### config.mk
export PLATFORM = sky130hd
export DESIGN_NAME = morse_timing_decoder
export DESIGN_NICKNAME = d
export VERILOG_FILES = /design/src/rtl/mtd_pkg.sv /design/src/rtl/mtd_csr.sv /design/src/rtl/mtd_core.sv /design/src/rtl/morse_timing_decoder.sv
export SDC_FILE = /design/constraint.sdc
export NUM_CORES = 1
export LEC_CHECK = 0
export ABC_AREA = 1
export BUFFER_PORTS_ARGS = -buffer_cell sky130_fd_sc_hd__buf_2
export CORE_UTILIZATION = 50
export CTS_CLUSTER_SIZE = 25
export DETAILED_ROUTE_END_ITERATION = 12
export PLACE_DENSITY = 0.68
export SLEW_MARGIN = 20
export SYNTH_ARGS = -nofsm -noshare
export SYNTH_HDL_FRONTEND = slang
export SYNTH_SLANG_ARGS = --single-unit
### constraint.sdc
create_clock -name clock -period 3.8 [get_ports clock]
set_input_delay 0.76 -clock clock [delete_from_list [all_inputs] [get_ports clock]]
set_output_delay 0.76 -clock clock [all_outputs]
set_load 0.01 [all_outputs]
### src/rtl/mtd_pkg.sv
`timescale 1ns / 1ps

package mtd_pkg;

   localparam int TIME_W        = 16;
   localparam int PATTERN_W     = 5;
   localparam int COUNT_W       = 3;
   localparam int CSR_INDEX_W   = 2;
   localparam int MAX_SYMBOLS_D = 5;

   localparam logic [TIME_W-1:0] DASH_SPLIT_RST = 16'd200;
   localparam logic [TIME_W-1:0] CHAR_GAP_RST   = 16'd600;
   localparam logic [TIME_W-1:0] WORD_GAP_RST   = 16'd1400;
   localparam logic [TIME_W-1:0] IDLE_GAP_RST   = 16'd5000;
   localparam logic [TIME_W-1:0] TIME_MAX       = '1;

   typedef enum logic [CSR_INDEX_W-1:0] {
      CSR_DASH_SPLIT = 2'd0,
      CSR_CHAR_GAP   = 2'd1,
      CSR_WORD_GAP   = 2'd2,
      CSR_IDLE_GAP   = 2'd3
   } csr_index_type;

   typedef struct packed {
      logic [TIME_W-1:0] dash_split;
      logic [TIME_W-1:0] char_gap;
      logic [TIME_W-1:0] word_gap;
      logic [TIME_W-1:0] idle_gap;
   } csr_type;

   typedef struct packed {
      logic                 char_valid;
      logic [PATTERN_W-1:0] pattern;
      logic [COUNT_W-1:0]   symbol_count;
      logic                 space_valid;
      logic                 idle_flag;
   } result_type;

endpackage

### src/rtl/mtd_csr.sv
`timescale 1ns / 1ps

module mtd_csr
   import mtd_pkg::*;
(
   input  logic                   clock,
   input  logic                   reset,
   input  logic                   csr_write,
   input  logic [CSR_INDEX_W-1:0] csr_index,
   input  logic [TIME_W-1:0]      csr_data,
   output csr_type                csr
);

   csr_type csr_ff;
   csr_type csr_in;

   always_comb begin
      csr_in = csr_ff;
      if (csr_write) begin
         unique case (csr_index_type'(csr_index))
            CSR_DASH_SPLIT: csr_in.dash_split = csr_data;
            CSR_CHAR_GAP:   csr_in.char_gap   = csr_data;
            CSR_WORD_GAP:   csr_in.word_gap   = csr_data;
            CSR_IDLE_GAP:   csr_in.idle_gap   = csr_data;
            default:        csr_in = csr_ff;
         endcase
      end
   end

   always_ff @(posedge clock) begin
      if (reset) begin
         csr_ff.dash_split <= DASH_SPLIT_RST;
         csr_ff.char_gap   <= CHAR_GAP_RST;
         csr_ff.word_gap   <= WORD_GAP_RST;
         csr_ff.idle_gap   <= IDLE_GAP_RST;
      end else begin
         csr_ff <= csr_in;
      end
   end

   assign csr = csr_ff;

endmodule

### src/rtl/mtd_core.sv
`timescale 1ns / 1ps

module mtd_core
   import mtd_pkg::*;
#(
   parameter int MAX_SYMBOLS = MAX_SYMBOLS_D
)
(
   input  logic       clock,
   input  logic       reset,
   input  logic       step,
   input  logic       level,
   input  csr_type    csr,
   output result_type result
);

   localparam int TOTAL_W = $clog2(MAX_SYMBOLS + 1);
   localparam int WIDE_W  = (MAX_SYMBOLS > PATTERN_W) ? MAX_SYMBOLS : PATTERN_W;
   localparam int EXT_W   = (TOTAL_W > COUNT_W) ? TOTAL_W : COUNT_W + 1;

   logic                   prev_level_ff, prev_level_in;
   logic [TIME_W-1:0]      elapsed_ff, elapsed_in;
   logic [MAX_SYMBOLS-1:0] symbol_bits_ff, symbol_bits_in;
   logic [TOTAL_W-1:0]     symbol_total_ff, symbol_total_in;
   logic                   pending_space_ff, pending_space_in;

   logic [TIME_W-1:0]      elapsed_inc;
   logic                   is_dash;
   logic [WIDE_W-1:0]      bits_wide;
   logic [EXT_W-1:0]       total_ext;

   assign elapsed_inc = (elapsed_ff != TIME_MAX) ? elapsed_ff + 1'b1 : elapsed_ff;
   assign is_dash     = (elapsed_inc >= csr.dash_split);
   assign bits_wide   = WIDE_W'(symbol_bits_ff);
   assign total_ext   = EXT_W'(symbol_total_ff);

   always_comb begin
      elapsed_in       = elapsed_inc;
      symbol_bits_in   = symbol_bits_ff;
      symbol_total_in  = symbol_total_ff;
      pending_space_in = pending_space_ff;
      result           = '0;

      if (level && !prev_level_ff) begin
         elapsed_in = '0;
      end else if (!level && prev_level_ff) begin
         if (symbol_total_ff < TOTAL_W'(MAX_SYMBOLS)) begin
            for (int i = 0; i < MAX_SYMBOLS; i++) begin
               if (is_dash && (symbol_total_ff == TOTAL_W'(i))) begin
                  symbol_bits_in[i] = 1'b1;
               end
            end
            symbol_total_in = symbol_total_ff + 1'b1;
         end
         elapsed_in = '0;
      end

      if (!level) begin
         if ((elapsed_in == csr.char_gap) && (symbol_total_in != '0)) begin
            result.char_valid   = 1'b1;
            result.pattern      = PATTERN_W'(WIDE_W'(symbol_bits_in));
            result.symbol_count = (EXT_W'(symbol_total_in) > EXT_W'(7)) ?
                                  COUNT_W'(7) : COUNT_W'(symbol_total_in);
            symbol_bits_in      = '0;
            symbol_total_in     = '0;
            pending_space_in    = 1'b1;
            elapsed_in          = '0;
         end else if ((elapsed_in == csr.word_gap) && pending_space_ff) begin
            pending_space_in    = 1'b0;
            result.space_valid  = 1'b1;
         end
         result.idle_flag = (elapsed_in == csr.idle_gap);
      end

      prev_level_in = level;
   end

   always_ff @(posedge clock) begin
      if (reset) begin
         prev_level_ff    <= 1'b0;
         elapsed_ff       <= '0;
         symbol_bits_ff   <= '0;
         symbol_total_ff  <= '0;
         pending_space_ff <= 1'b0;
      end else if (step) begin
         prev_level_ff    <= prev_level_in;
         elapsed_ff       <= elapsed_in;
         symbol_bits_ff   <= symbol_bits_in;
         symbol_total_ff  <= symbol_total_in;
         pending_space_ff <= pending_space_in;
      end
   end

   // stored count never exceeds MAX_SYMBOLS, and the pattern holds no symbol beyond the stored count
   assert property (@(posedge clock) disable iff (reset)
      (total_ext <= EXT_W'(MAX_SYMBOLS)))
      else $error("symbol count beyond limit");

   assert property (@(posedge clock) disable iff (reset)
      (symbol_total_ff == '0) |-> (bits_wide == '0))
      else $error("symbol bits set with empty pattern");

   assert property (@(posedge clock) disable iff (reset)
      !(result.char_valid && result.space_valid))
      else $error("character and space on one tick");

endmodule

### src/rtl/morse_timing_decoder.sv
`timescale 1ns / 1ps
// A request passes through the input register, then the result register, before rsp_valid.
// Throughput: one request per cycle while rsp_stall is low; each tick is a single pass through the core logic.
// One result per request. A stalled result holds the core; req_stall rises once the input
// register is also occupied.
// Reset (synchronous, active high) clears both pipeline stages and the decoder state,
// and loads the timing registers with their defaults.
module morse_timing_decoder
   import mtd_pkg::*;
#(
   parameter int MAX_SYMBOLS = MAX_SYMBOLS_D
)
(
   input  logic                   clock,
   input  logic                   reset,
   input  logic                   csr_write,
   input  logic [CSR_INDEX_W-1:0] csr_index,
   input  logic [TIME_W-1:0]      csr_data,
   input  logic                   req_valid,
   output logic                   req_stall,
   input  logic                   req_light_on,
   output logic                   rsp_valid,
   input  logic                   rsp_stall,
   output logic                   rsp_char_valid,
   output logic [PATTERN_W-1:0]   rsp_pattern,
   output logic [COUNT_W-1:0]     rsp_symbol_count,
   output logic                   rsp_space_valid,
   output logic                   rsp_idle_flag
);

   csr_type    csr;
   result_type result;

   logic       in_valid_ff, in_valid_in;
   logic       in_level_ff;
   logic       rsp_valid_ff, rsp_valid_in;
   result_type rsp_ff;
   logic       out_move;
   logic       in_move;
   logic       step;

   mtd_csr u_csr (
      .clock     (clock),
      .reset     (reset),
      .csr_write (csr_write),
      .csr_index (csr_index),
      .csr_data  (csr_data),
      .csr       (csr)
   );

   mtd_core #(
      .MAX_SYMBOLS (MAX_SYMBOLS)
   ) u_core (
      .clock  (clock),
      .reset  (reset),
      .step   (step),
      .level  (in_level_ff),
      .csr    (csr),
      .result (result)
   );

   assign out_move     = !rsp_valid_ff || !rsp_stall;
   assign in_move      = !in_valid_ff || out_move;
   assign step         = in_valid_ff && out_move;
   assign req_stall    = !in_move;
   assign in_valid_in  = in_move ? req_valid : in_valid_ff;
   assign rsp_valid_in = out_move ? in_valid_ff : rsp_valid_ff;

   always_ff @(posedge clock) begin
      if (reset) begin
         in_valid_ff  <= 1'b0;
         rsp_valid_ff <= 1'b0;
      end else begin
         in_valid_ff  <= in_valid_in;
         rsp_valid_ff <= rsp_valid_in;
      end
   end

   always_ff @(posedge clock) begin
      if (in_move) begin
         in_level_ff <= req_light_on;
      end
      if (step) begin
         rsp_ff <= result;
      end
   end

   assign rsp_valid        = rsp_valid_ff;
   assign rsp_char_valid   = rsp_ff.char_valid;
   assign rsp_pattern      = rsp_ff.pattern;
   assign rsp_symbol_count = rsp_ff.symbol_count;
   assign rsp_space_valid  = rsp_ff.space_valid;
   assign rsp_idle_flag    = rsp_ff.idle_flag;

   assert property (@(posedge clock) disable iff (reset)
      !in_valid_ff |-> !req_stall)
      else $error("request stalled with empty input register");

   assert property (@(posedge clock) disable iff (reset)
      (rsp_valid && !rsp_char_valid) |-> (rsp_pattern == '0 && rsp_symbol_count == '0))
      else $error("pattern without character");

   assert property (@(posedge clock) disable iff (reset)
      (rsp_valid && rsp_char_valid) |-> (rsp_symbol_count != '0))
      else $error("empty character emitted");

   assert property (@(posedge clock) disable iff (reset)
      (in_valid_ff && !out_move) |=> in_valid_ff)
      else $error("request dropped while output stalled");

endmodule

==> results.toml, run 1 <==
[outcome]
status = "complete, but fails checks"
failed_checks = "DRC"

[clock_tree]
cts.sinks = 104
cts_made_buffers = 9
cts_hold_buf = 0
clk_path_buf_depth = 2
cts_max_level = 3
cts_resized = 0
clk_latency_ps = 350
post_cts_buffers = 0
clkTransAtPathRegs_ps = 70
cts_tree = "done"
root_buffer = "clkbuf_16"

[route]
drcViolationCount = 2
num_vias = 5658
finalWirelength_mm = 17.9
first_iter_violations = 499
dr.pass1.iters = 9
ant_nets = 0
wl_per_cell_um = 17.3
post_drt_via_cell_ratio = 5.47

[floorplan]
io_pins = 37
start_util = 0.521
rows = 39
die_y_um = 112
core-area_um2 = 11600
die_area_um2 = 12500
die_w_um = 112

[synthesis]
synth_top_area_cell = "dfxtp_1"
yosys.cell_types.count = 41
synth-seq-cells = 104
synthCells = 859
avgSynthCellArea_um2 = 7.01
synth_nets = 905
ys_top_cells_by_area = "dfxtp_1 31%, nand2_1 12%, inv_1 6.7%, edfxtp_1 6.0%, nor2_1 5.6%"
yosysTopAreaCellShare = 0.306
syn_area_um2 = 6020
yosys_warnings = 0
yosysSeqAreaShare = 0.366

[power]
p_leak_nw = 2.97
powerDensity_nw_per_um2 = 360
peakVddDrop_uv = 355

[cells_and_area]
fillerInstances = 1144
final_nets = 933
area_delta_synth_final_pct = 9.68
final_util = 0.571
drive_gt1_frac = 0.128
n_antenna_cell = 0
regArea_um2 = 2200
multiInputGateArea_um2 = 3250
design_area_um2 = 6610

[sta]
max_freq_ghz = 0.299
slew_headroom = 0.550
slew_violations = 0
finalClockSkew_ps = 11.8
tightest_slew_ps = 674
setup_violations = 0
finalHoldWorstSlack_ps = 462
finalCritPeriodShare = 0.879
tns_ps = 0
grt_setup_unrepaired = "false"
period_needed_ps = 3340
finalHoldViolations = 0

[grt]
grtUsageTotal = 0.301
first_global_vias = 5319
gr-total-overflow = 0
antenna_found_initial = 0
grt_pass1_wl_mm = 28.4
grt_max_degree = 53

[placed_design]
placed_cell_area_um2 = 6310
dp_hpwl_mm = 14.1
gp_congestion = 0.953
numPortBuffers = 36

[hold_path]
hold_class = "flop to flop"

[critical_path]
cp-end-kind = "flop"
crit_required_ps = 4070
arrival_ps = 3610
path_max_fanout = 24
startpoint_type = "flop"
crit_type = "flop to flop"

[job]
maxCapViolCount = 0
==> path summary, 6_finish.rpt <==
check / start / end / slack (ps) / depth (start not counted)
worst max-delay path: u_core.elapsed_ff[0]$_SDFFE_PP0P_ / u_core.bits_wide[4]$_SDFFE_PP0P_ / 460 / 21
worst min register to register: u_csr.csr[60]$_SDFFE_PP0P_ / u_csr.csr[60]$_SDFFE_PP0P_ / 460 / 2
worst min-delay path: u_csr.csr[60]$_SDFFE_PP0P_ / u_csr.csr[60]$_SDFFE_PP0P_ / 460 / 2
worst max register to register: u_core.elapsed_ff[0]$_SDFFE_PP0P_ / u_core.bits_wide[4]$_SDFFE_PP0P_ / 460 / 21
==> cell type report <==
class,instances,share of cell area
clock buffer,12,0.0422
clock inverter,3,0.00303
inverter,111,0.0634
multi-input combinational,615,0.492
sequential,104,0.333
tap,143,0.0271
timing repair buffer,46,0.0386
==> worst max-delay path, stage by stage, from the launching register on <==
cell,delay [ps]
dfxtp_1,490
ha_1,300
nand3_2,140
inv_2,100
nand2_2,60
clkinv_2,70
nand2_4,170
nand2_1,170
nand2_1,120
inv_1,220
nand2_1,120
nand2_1,70
inv_1,40
nand3_2,80
nor2_4,50
nand2_4,230
nor2_1,80
inv_1,240
nor2_1,80
inv_1,170
o21ai_0,110
nor3_1,140
==> logic make-up (layout without fill, tap and decap cells) <==
group,after synthesis,in the layout,synth area share
XOR/XNOR,15,15,0.0231
AO/OA/AOI/OAI,153,153,0.137
AND/OR/NAND/NOR,425,425,0.333
adder cells (fa/ha/maj),22,22,0.0457
buffers and inverters,140,172,0.0953
flip-flops,104,104,0.366
==> placed cells by master, fill, tap and decap left out, drive strengths merged <==
master	count
o21a	3
a31oi	4
ha	22
nor3b	3
nand2	219
nand3b	10
o21ai	63
nor4	5
a211oi	1
dfxtp	92
a41oi	1
or2	2
nand3	62
nor2	98
xor2	13
o211ai	11
nand4	15
o21bai	2
nor4b	1
buf	46
and3	1
o2111ai	1
inv	110
clkbuf	12
a21oi	66
xnor2	2
nor3	9
edfxtp	12
o221ai	1
clkinv	4
==> report_power, final <==
part	switching (mW)	internal, mW	total, mW
sequential	0.0250	1.15	1.18
combinational	0.176	0.0831	0.259
clock	0.421	0.523	0.944
==> cells in the mapped netlist, drive strengths merged <==
master / n
nor3: 9
nand3b: 10
o21bai: 2
o21ai: 63
o2111ai: 1
nand2: 219
clkbuf: 22
and3: 1
or2: 2
nor2: 98
dfxtp: 92
a211oi: 1
nor4: 5
edfxtp: 12
a21oi: 66
clkinv: 3
buf: 7
xnor2: 2
o21a: 3
o211ai: 11
nand3: 62
a41oi: 1
nor3b: 3
ha: 22
inv: 108
o221ai: 1
xor2: 13
nand4: 15
a31oi: 4
nor4b: 1
==> layer usage <==
| metal | vias to the layer above | wire length (um) | GRT usage |
|---|---|---|---|
| li1 | 2848 | - | - |
| met1 | 2619 | 8240 | 0.400 |
| met2 | 170 | 8280 | 0.499 |
| met3 | 21 | 897 | 0.0468 |
| met4 | 0 | 452 | 0.101 |
| met5 | - | 0 | 0 |
==> sequential cells by signal (all words and copies together), names as in the netlist <==
name / flops
u_core.pending_space_ff: 1
u_core.elapsed_ff: 16
rsp_symbol_count: 3
u_core.symbol_total_ff: 3
rsp_pattern: 5
u_core.prev_level_ff: 1
in_valid_ff: 1
rsp_char_valid: 1
rsp_idle_flag: 1
rsp_space_valid: 1
u_csr.csr: 64
in_level_ff: 1
rsp_valid: 1
u_core.bits_wide: 5
==> per-stage QoR <==
step	instances	worst slack [ps]	total power, mW
final	1034	459	2.38
after global routing	1034	125	2.46
after CTS	1034	485	2.40
after detailed placement	1019	482	1.46
after global placement	1019	543	1.45
after floorplan	859	1140	1.37
No activity file was read; power rests on OpenSTA's default activity.
==> run 2, diff against run 1 <==
--- a/config.mk
+++ b/config.mk
@@ -11,7 +11,9 @@
 export CTS_CLUSTER_SIZE = 25
 export DETAILED_ROUTE_END_ITERATION = 12
 export PLACE_DENSITY = 0.68
+export RECOVER_POWER = 25
 export SLEW_MARGIN = 20
 export SYNTH_ARGS = -nofsm -noshare
 export SYNTH_HDL_FRONTEND = slang
 export SYNTH_SLANG_ARGS = --single-unit
+export TNS_END_PERCENT = 100
==> results.toml, run 2 (synthesis gave the netlist of run 1 again) <==
[outcome]
status = "complete, but fails checks"
failed_checks = "DRC, capacitance limit, slew limit"

[critical_path]
cp_top_family = "simple AND/OR/NAND/NOR gates"
cpMostUsedCell = "nand2_1"
worst-path-buf-inv = 6
path_max_fanout = 24
crit_required_ps = 4060
startpoint_type = "flop"
cp-end-kind = "flop"
arrival_ps = 3610
crit_type = "flop to flop"
slowest_delay_ps = 490
slowest_stage = "dfxtp_1"
path_cells = "ha_1, nand3_2, inv_2, nand2_2, clkinv_2, nand2_4, nand2_1, nand2_1, inv_1, nand2_1, nand2_1, inv_1, nand3_2, nor2_4, nand2_4, nor2_1, inv_1, buf_4, nand3_1, a21oi_1"

[sta]
tightest_slew_ps = 1540
max_freq_ghz = 0.298
slew_violations = 33
finalHoldWorstSlack_ps = 463
finalHoldViolations = 0
tns_ps = 0
finalClockSkew_ps = 11.9
grt_setup_unrepaired = "false"
period_needed_ps = 3350
finalCritPeriodShare = 0.883
setup_violations = 0
slew_headroom = -0.0298

[route]
wl_per_cell_um = 17.4
finalWirelength_mm = 18.0
drcViolationCount = 2
ant_nets = 0
num_vias = 5675
first_iter_violations = 507
post_drt_via_cell_ratio = 5.49
dr.pass1.iters = 9

[power]
combPwrFrac = 0.108
p_sw_frac = 0.262
p_leak_nw = 2.94
switchingPower_mw = 0.622
powerDensity_nw_per_um2 = 361
peakVddDrop_uv = 352
p_clk_frac = 0.397
internal-power_mw = 1.76
p_seq_frac = 0.495

[clock_tree]
cts_hold_buf = 0
clk_path_buf_depth = 2
post_cts_buffers = 0
root_buffer = "clkbuf_16"
cts_tree = "done"
cts.sinks = 104
clk_latency_ps = 350
clkTransAtPathRegs_ps = 70
cts_resized = 0
cts_max_level = 3
cts_made_buffers = 9

[cells_and_area]
final_cell_mix = "190 x nand2_1, 107 x inv_1, 92 x dfxtp_1, 89 x nor2_1, 66 x a21oi_1"
final_nets = 933
final_common_cell = "nand2_1"
largest_register_ffs = 64
drive_gt1_frac = 0.114
area_delta_synth_final_pct = 9.37
n_antenna_cell = 0

[floorplan]
die_w_um = 112
start_util = 0.521
rows = 39
die_area_um2 = 12500
die_y_um = 112
core-area_um2 = 11600
io_pins = 37

[placed_design]
dp_hpwl_mm = 14.1
gp_congestion = 0.953
numPortBuffers = 36

[grt]
grtUsageTotal = 0.301
grt_max_degree = 53
grt_pass1_wl_mm = 28.4
first_global_vias = 5319
gr-total-overflow = 0
antenna_found_initial = 0

[job]
maxCapViolCount = 1

[hold_path]
hold_class = "flop to flop"
## run 2: cell types whose count changed in the layout (fill, tap and decap cells not counted), sizes merged
| cell | change |
|---|---|
| clkbuf | +11 |
| buf | -11 |
## run 2: area by class of cell
cell class                      instances  area, um^2
Sequential cell                       104        2200
Fill cell                            1154        4980
Clock buffer                           12         279
Multi-Input combinational cell        615        3250
Clock inverter                          3        20.0
Tap cell                              143         179
Timing Repair Buffer                   46         239
Inverter                              111         419
## run 2: stage by stage
stage | cells | setup WS (ps) | total power [mW] | util | cell area [um^2]
after floorplan | 859 | 1140 | 1.37 | - | 6020
after CTS | 1034 | 485 | 2.40 | 0.571 | 6610
after global placement | 1019 | 543 | 1.45 | 0.545 | 6310
final | 1034 | 445 | 2.38 | 0.570 | 6590
after global routing | 1034 | 114 | 2.46 | 0.570 | 6590
after detailed placement | 1019 | 482 | 1.46 | 0.545 | 6310
## run 2: worst min-delay path, cell delays in order, from the launching register on
cell	delay, ps
dfxtp_1	300
inv_1	60
a21oi_1	60
## run 2: power groups by stage
stage               Combinational [mW]  Sequential, mW  Clock [mW]
floorplan                        0.172            1.20           0
global placement                 0.251            1.20           0
detailed placement               0.254            1.20           0
CTS                              0.256            1.18       0.965
global route                     0.287            1.18       0.992
finish                           0.257            1.18       0.945
## run 2: final timing paths
kind | from | end | slack (ps) | cells past startpoint
hold reg to reg | u_csr.csr[60]$_SDFFE_PP0P_ | u_csr.csr[60]$_SDFFE_PP0P_ | 460 | 2
setup reg to reg | u_core.elapsed_ff[0]$_SDFFE_PP0P_ | u_core.elapsed_ff[6]$_SDFFE_PP0P_ | 450 | 20
hold / removal | u_csr.csr[60]$_SDFFE_PP0P_ | u_csr.csr[60]$_SDFFE_PP0P_ | 460 | 2
setup / recovery | u_core.elapsed_ff[0]$_SDFFE_PP0P_ | u_core.elapsed_ff[6]$_SDFFE_PP0P_ | 450 | 20
## run 2: per-layer routing
| layer | wire length (um) | up-vias | global-route usage |
|---|---|---|---|
| li1 | - | 2843 | - |
| met1 | 8320 | 2636 | 0.400 |
| met2 | 8370 | 175 | 0.499 |
| met3 | 874 | 21 | 0.0468 |
| met4 | 393 | 0 | 0.101 |
| met5 | 0 | - | 0 |
